**src/hdl/bcsd_isqrt.sv**
```systemverilog
`timescale 1ns / 1ps
// ----------------------------------------------------------------------------
// bcsd_isqrt: iterative floor integer square root
// Restoring digit-by-digit root, one result bit per cycle.
// ----------------------------------------------------------------------------
module bcsd_isqrt #(
	parameter int ROOT_W = 25
) (
	input  logic                  clk,
	input  logic                  arst_n,
	input  logic                  start,
	input  logic [2*ROOT_W-1:0]   radicand,
	output logic                  done,
	output logic [ROOT_W-1:0]     root
);

	localparam int CNT_W = $clog2(ROOT_W + 1);

	logic                 busy_q;
	logic                 done_q;
	logic [CNT_W-1:0]     cnt_q;
	logic [2*ROOT_W-1:0]  rad_q;
	logic [ROOT_W+1:0]    rem_q;
	logic [ROOT_W-1:0]    root_q;

	logic [ROOT_W+3:0]    shifted;
	logic [ROOT_W+3:0]    trial;
	logic                 fits;

	// Bring down the next two radicand bits and try the candidate 4*root+1.
	always_comb begin
		shifted = {rem_q, rad_q[2*ROOT_W-1 -: 2]};
		trial   = {2'b00, root_q, 2'b01};
		fits    = (shifted >= trial);
	end

	always_ff @(posedge clk or negedge arst_n) begin
		if (!arst_n) begin
			busy_q <= 1'b0;
			done_q <= 1'b0;
			cnt_q  <= '0;
		end else begin
			done_q <= 1'b0;
			if (start) begin
				busy_q <= 1'b1;
				cnt_q  <= CNT_W'(ROOT_W);
			end else if (busy_q) begin
				cnt_q <= cnt_q - 1'b1;
				if (cnt_q == CNT_W'(1)) begin
					busy_q <= 1'b0;
					done_q <= 1'b1;
				end
			end
		end
	end

	always_ff @(posedge clk) begin
		if (start) begin
			rad_q  <= radicand;
			rem_q  <= '0;
			root_q <= '0;
		end else if (busy_q) begin
			rad_q  <= rad_q << 2;
			rem_q  <= fits ? (ROOT_W+2)'(shifted - trial) : (ROOT_W+2)'(shifted);
			root_q <= {root_q[ROOT_W-2:0], fits};
		end
	end

	assign done = done_q;
	assign root = root_q;

endmodule

```
**config.mk**
```make
export PLATFORM = sky130hd
export DESIGN_NAME = bcsd_isqrt
export DESIGN_NICKNAME = d
export VERILOG_FILES = /design/src/hdl/bcsd_isqrt.sv
export SDC_FILE = /design/constraint.sdc
export NUM_CORES = 1
export LEC_CHECK = 0
export ABC_CLOCK_PERIOD_IN_PS = 2800
export BUFFER_PORTS_ARGS = -buffer_cell sky130_fd_sc_hd__buf_4
export CORE_UTILIZATION = 44
export CTS_CLUSTER_SIZE = 30
export DETAILED_ROUTE_END_ITERATION = 8
export SYNTH_ARGS = -nofsm -noshare
export SYNTH_HDL_FRONTEND = slang
export SYNTH_SLANG_ARGS = --single-unit
```
**constraint.sdc**
```tcl
create_clock -name clk -period 2.8 [get_ports clk]
set_input_delay 0.56 -clock clk [delete_from_list [all_inputs] [get_ports clk]]
set_output_delay 0.56 -clock clk [all_outputs]
set_load 0.1 [all_outputs]
```
Word-level counts from Yosys, hierarchy flattened
Index checks and enable logic that the tools add are counted.

word-level totals
  output and inout port bits = 26
  register bits = 109

operators by class
  $lt $le $gt $ge = 1
  equality and inequality tests = 1
  reduce and logical (&&, ||, !) cells = 1
  add/subtract/negate cells = 2
  mux-type cells = 11

operators with widths
  operator                                           count
  2-to-1 mux 50 bit                                  2
  greater-or-equal comparator 29 x 27 -> 1 bit       1
  2-to-1 mux 27 bit                                  1
  subtractor 27 bit                                  1
  2-to-1 mux 5 bit                                   2
  2-to-1 mux 1 bit                                   6
  == test 5 x 1 -> 1 bit (second input constant)     1
  subtractor 5 x 1 -> 5 bit (second input constant)  1
  nonzero test 2 bit                                 1

Depth between registers and ports, before layout
  word-level depth = 4
  depth in mapped cells = 12
  mapped depth without buffers = 9

Worst setup path before layout
Ideal clock, no wire load.

  path type = flip-flop to flip-flop
  from = register root_q[20] (netlist: root[20])
  to = register rem_q[1]
  slack = -327 ps
  stages on the path, launching flop included = 12
  buffers on the path = 3
  clock period less this slack = 3,127 ps
  library setup time = 122 ps
  arrival = 3,005 ps
  cell sequence = dfxtp_1 > inv_1 > ha_1 > buf_6 > a21o_1 > a21oi_2 > o21ai_2 > a221o_1 > a31o_1 > buf_6 > buf_6 > o311a_1

on the way
  longest elaborated chain between the ends = 2

RTL lines
  what                                          RTL line  RTL
  start, declared                               24        logic [ROOT_W-1:0] root_q;
  start signal, assigned                        65        root_q <= {root_q[ROOT_W-2:0], fits};
  greater-or-equal comparator 29 x 27 -> 1 bit  34        fits = (shifted >= trial);
  2-to-1 mux 27 bit                             64        rem_q <= fits ? (ROOT_W+2)'(shifted - trial) : (ROOT_W+2)'(shifted);
  end signal, assigned                          64
  end, declared                                 23        logic [ROOT_W+1:0] rem_q;

No other way between the ends.
A chain may end at the register's enable or synchronous reset.

Worst setup path in the final report
  from = register rem_q[20]
  to = register rem_q[11]

on the way
  longest elaborated chain between the ends = 2

RTL lines
  what                                          RTL line
  greater-or-equal comparator 29 x 27 -> 1 bit  34
  2-to-1 mux 27 bit                             64

No other way between the ends.

==> results_dict.tcl <==
set metrics [dict create \
    status "complete, no violations" \
    final_max_slew_viol_count 0 \
    viasPerCell 5.52 \
    cp_data_required_time_ns 3.06 \
    die_x_um 120 \
    crit_path_top_delay_cell "dfxtp_1" \
    grt_max_degree 78 \
    crit_buf_inv 2 \
    grt-ovfl-total 0 \
    fin_ws_ns 0.154 \
    cts_tree "done" \
    grt_usage 0.197 \
    hold_violations 0 \
    fin_cells 865 \
    synth_xor_xnor_area_share 0.0329 \
    max_freq_mhz 378 \
    intPower_mw 4.16 \
    cap_violations 0 \
    grt_pass1_wl_mm 22.6 \
    cp.arrival_ns 2.90 \
    coreArea_um2 13400 \
    synth_top_family_by_area "simple AND/OR/NAND/NOR gates" \
    timing.hold.ws_ns 0.487 \
    syn-instance-count 609 \
    nNetsFinal 766 \
    combPwrFrac 0.517 \
    ant_nets 0 \
    worst_slew_pin_slew_ns 0.506 \
    cp_max_fo 13 \
    yosysUniqueCellTypes 65 \
    start_util 0.457 \
    relSlewSlack 0.659 \
    ys.flop_type "dfxtp_1" \
    io_pins 79 \
    cts-htree-levels 3 \
    synth_area_um2 6130 \
    critPathTopFamily "compound AO/OA/AOI/OAI gates" \
    post-dp-hpwl_mm 9.82 \
    syn-num-nets 691 \
    powerDensity_nw_per_um2 956 \
    ys_ff_latch 109 \
    drcViolationCount 0 \
    synthAdderAreaFrac 0.0592 \
    syn_to_final_growth_pct 19.0 \
    synth_simple_gate_area_frac 0.152 \
    synth-edff-count 50 \
    grt_pass1_vias 4629 \
    place_congestion 0.866 \
    clk_pin_slew_worst_paths_ns 0.08 \
    netSwitchingFraction 0.403 \
    vdd_drop_max_mv 0.405 \
    max_stage_delay_ns 0.40 \
    finalCritPeriodShare 0.945 \
    crit_top_cell "buf_4" \
    final_common_cell "buf_4" \
    dp.cells 845 \
    async_reset_ff_frac 0.0642 \
    clock_skew_ns 0.00882 \
    rows 42 \
    power_switching_mw 2.81 \
    antenna_found_initial 0 \
    cts_made_buffers 9 \
    yosysWarnings 0 \
    die_y_um 120 \
    wirelength_mm 13.8 \
    drt-pass1-iter-count 4 \
    first_iter_violations 294 \
    synth_area_per_cell_um2 10.1 \
    num_antenna_cells 0 \
    p_leak_nw 3.13 \
    cts_buffer_depth 2 \
    seq_area_frac_synth 0.444 \
    drive_above_1_share 0.293 \
    crit_type "flip-flop to flip-flop" \
    synthMuxAreaShare 0.136 \
    insertion_delay_ns 0.36 \
    crit_chain "ha_2 > a21o_1 > a21oi_2 > o21ai_2 > a221o_1 > buf_4 > a31oi_2 > buf_4 > nand2_1 > a311oi_1" \
    period_needed_ns 2.65 \
    setup-violations-final 0 \
    layout_common_cells "buf_4 (93), nor2_1 (66), nand2_1 (50), edfxtp_1 (50), mux2_2 (49)" \
    synth_compound_area_frac 0.130 \
    seq_power_share 0.302 \
    wire_per_inst_um 15.9 \
    die_area_um2 14400 \
    cts.sinks 109 \
    dp_slack_ns 0.152 \
    portBuffers 78 \
    start_kind "flip-flop" \
    cts_root_buf "clkbuf_16" \
    via_count 4772 \
    endpoint_kind "flip-flop" \
    p_clk_frac 0.181 \
    hp-class "input pin to flip-flop" \
]
==> metrics by stage <==
| step | utilization | power (mW) | cell area (um^2) | TNS, ns |
|---|---|---|---|---|
| 5_1_grt | 0.544 | 7.46 | 7290 | -0.00896 |
| 4_1_cts | 0.541 | 6.91 | 7250 | 0 |
| 3_3_place_gp | 0.519 | 5.59 | 6960 | 0 |
| 2_1_floorplan | - | 4.85 | 6160 | 0 |
| 6_report | 0.544 | 6.97 | 7290 | 0 |
| 3_5_place_dp | 0.519 | 5.63 | 6960 | 0 |
==> worst paths after layout <==
path | start | endpoint | slack [ns] | cells past startpoint
setup reg to reg | rem_q[20] | rem_q[11] | 0.15 | 10
max in group asynchronous | arst_n | busy_q | 2.12 | 2
setup / recovery | rem_q[20] | rem_q[11] | 0.15 | 10
hold reg to reg | rem_q[2] | rem_q[2] | 0.50 | 2
hold / removal | radicand[0] | rad_q[0] | 0.49 | 2
min in group asynchronous | arst_n | cnt_q[4] | 0.54 | 2
==> logic make-up (layout without fill, tap and decap cells) <==
kind of cell             count (synthesis)  in the layout
AND/OR/NAND/NOR                        196            196
AO/OA/AOI/OAI                          109            109
flip-flops                             109            109
multiplexers                            77             77
buffers and inverters                   66            146
adder cells (fa/ha/maj)                 29             29
XOR/XNOR                                23             23
==> state kept, by name (all words and copies together) (netlist names) <==
register / flops
rad_q: 50
rem_q: 27
root: 25
cnt_q: 5
busy_q: 1
done: 1
==> cell type report <==
type	count	area [um^2]
Sequential cell	109	2750
Fill cell	1198	6110
Tap cell	176	220
Multi-Input combinational cell	434	3140
Clock buffer	9	225
Inverter	32	120
Timing Repair Buffer	98	779
Clock inverter	7	61.3
==> per-layer routing <==
metal | vias up | GRT usage | routed length [um] | part of all wire
met5 | - | 0 | 0 | 0
li1 | 2367 | - | - | -
met3 | 20 | 0.0309 | 504 | 0.037
met1 | 2289 | 0.277 | 6760 | 0.49
met4 | 0 | 0.0859 | 282 | 0.020
met2 | 96 | 0.297 | 6220 | 0.45
==> cell usage after synthesis, drive strengths merged (3+ instances only) <==
master,number,area share
nand3b,3,0.0037
edfxtp,50,0.25
nand4,5,0.0051
o211ai,3,0.0045
or3,3,0.0031
nand4b,5,0.0071
dfrtp,7,0.029
mux2i,28,0.046
nor2,66,0.040
nand2,50,0.031
a211oi,6,0.0074
ha,29,0.059
xor2,6,0.0086
and3,7,0.0071
xnor2,17,0.024
a21o,10,0.012
a31o,3,0.0043
mux2,49,0.090
nand2b,9,0.0092
buf,17,0.017
nand3,17,0.014
a21oi,25,0.022
inv,32,0.020
o31ai,4,0.0049
and2,4,0.0041
nor4,4,0.0041
o311ai,5,0.0071
o21ai,19,0.016
a311o,3,0.0049
dfxtp,52,0.17
nor3,10,0.0082
a31oi,5,0.0061
clkbuf,17,0.010
nor2b,4,0.0041
nor3b,4,0.0049
a311oi,8,0.011
==> worst reg2reg max path, delay by kind of cell (launching register included) <==
family / cells / cell delay [ns]
adder cells (fa/ha/maj): 1 / 0.35
AND/OR/NAND/NOR: 1 / 0.09
AO/OA/AOI/OAI: 6 / 1.32
buffers and inverters: 2 / 0.40
flip-flops: 1 / 0.40
==> power groups by stage <==
stage          logic (mW)  clock network [mW]  registers (mW)
2_1_floorplan        2.66                   0            2.19
3_3_place_gp         3.45                   0            2.13
3_5_place_dp         3.49                   0            2.14
4_1_cts              3.51                1.30            2.10
5_1_grt              3.99                1.34            2.13
6_report             3.61                1.26            2.10
==> what timing repair did <==
action                                  4_1_cts  5_1_grt
gates resized for setup                       0        4
endpoints found under the setup margin        0        9
buffers inserted                              0        3
hold endpoints to repair                      7        0
hold buffers                                  1        0
Note: power is estimated with default switching activity, not from simulation.
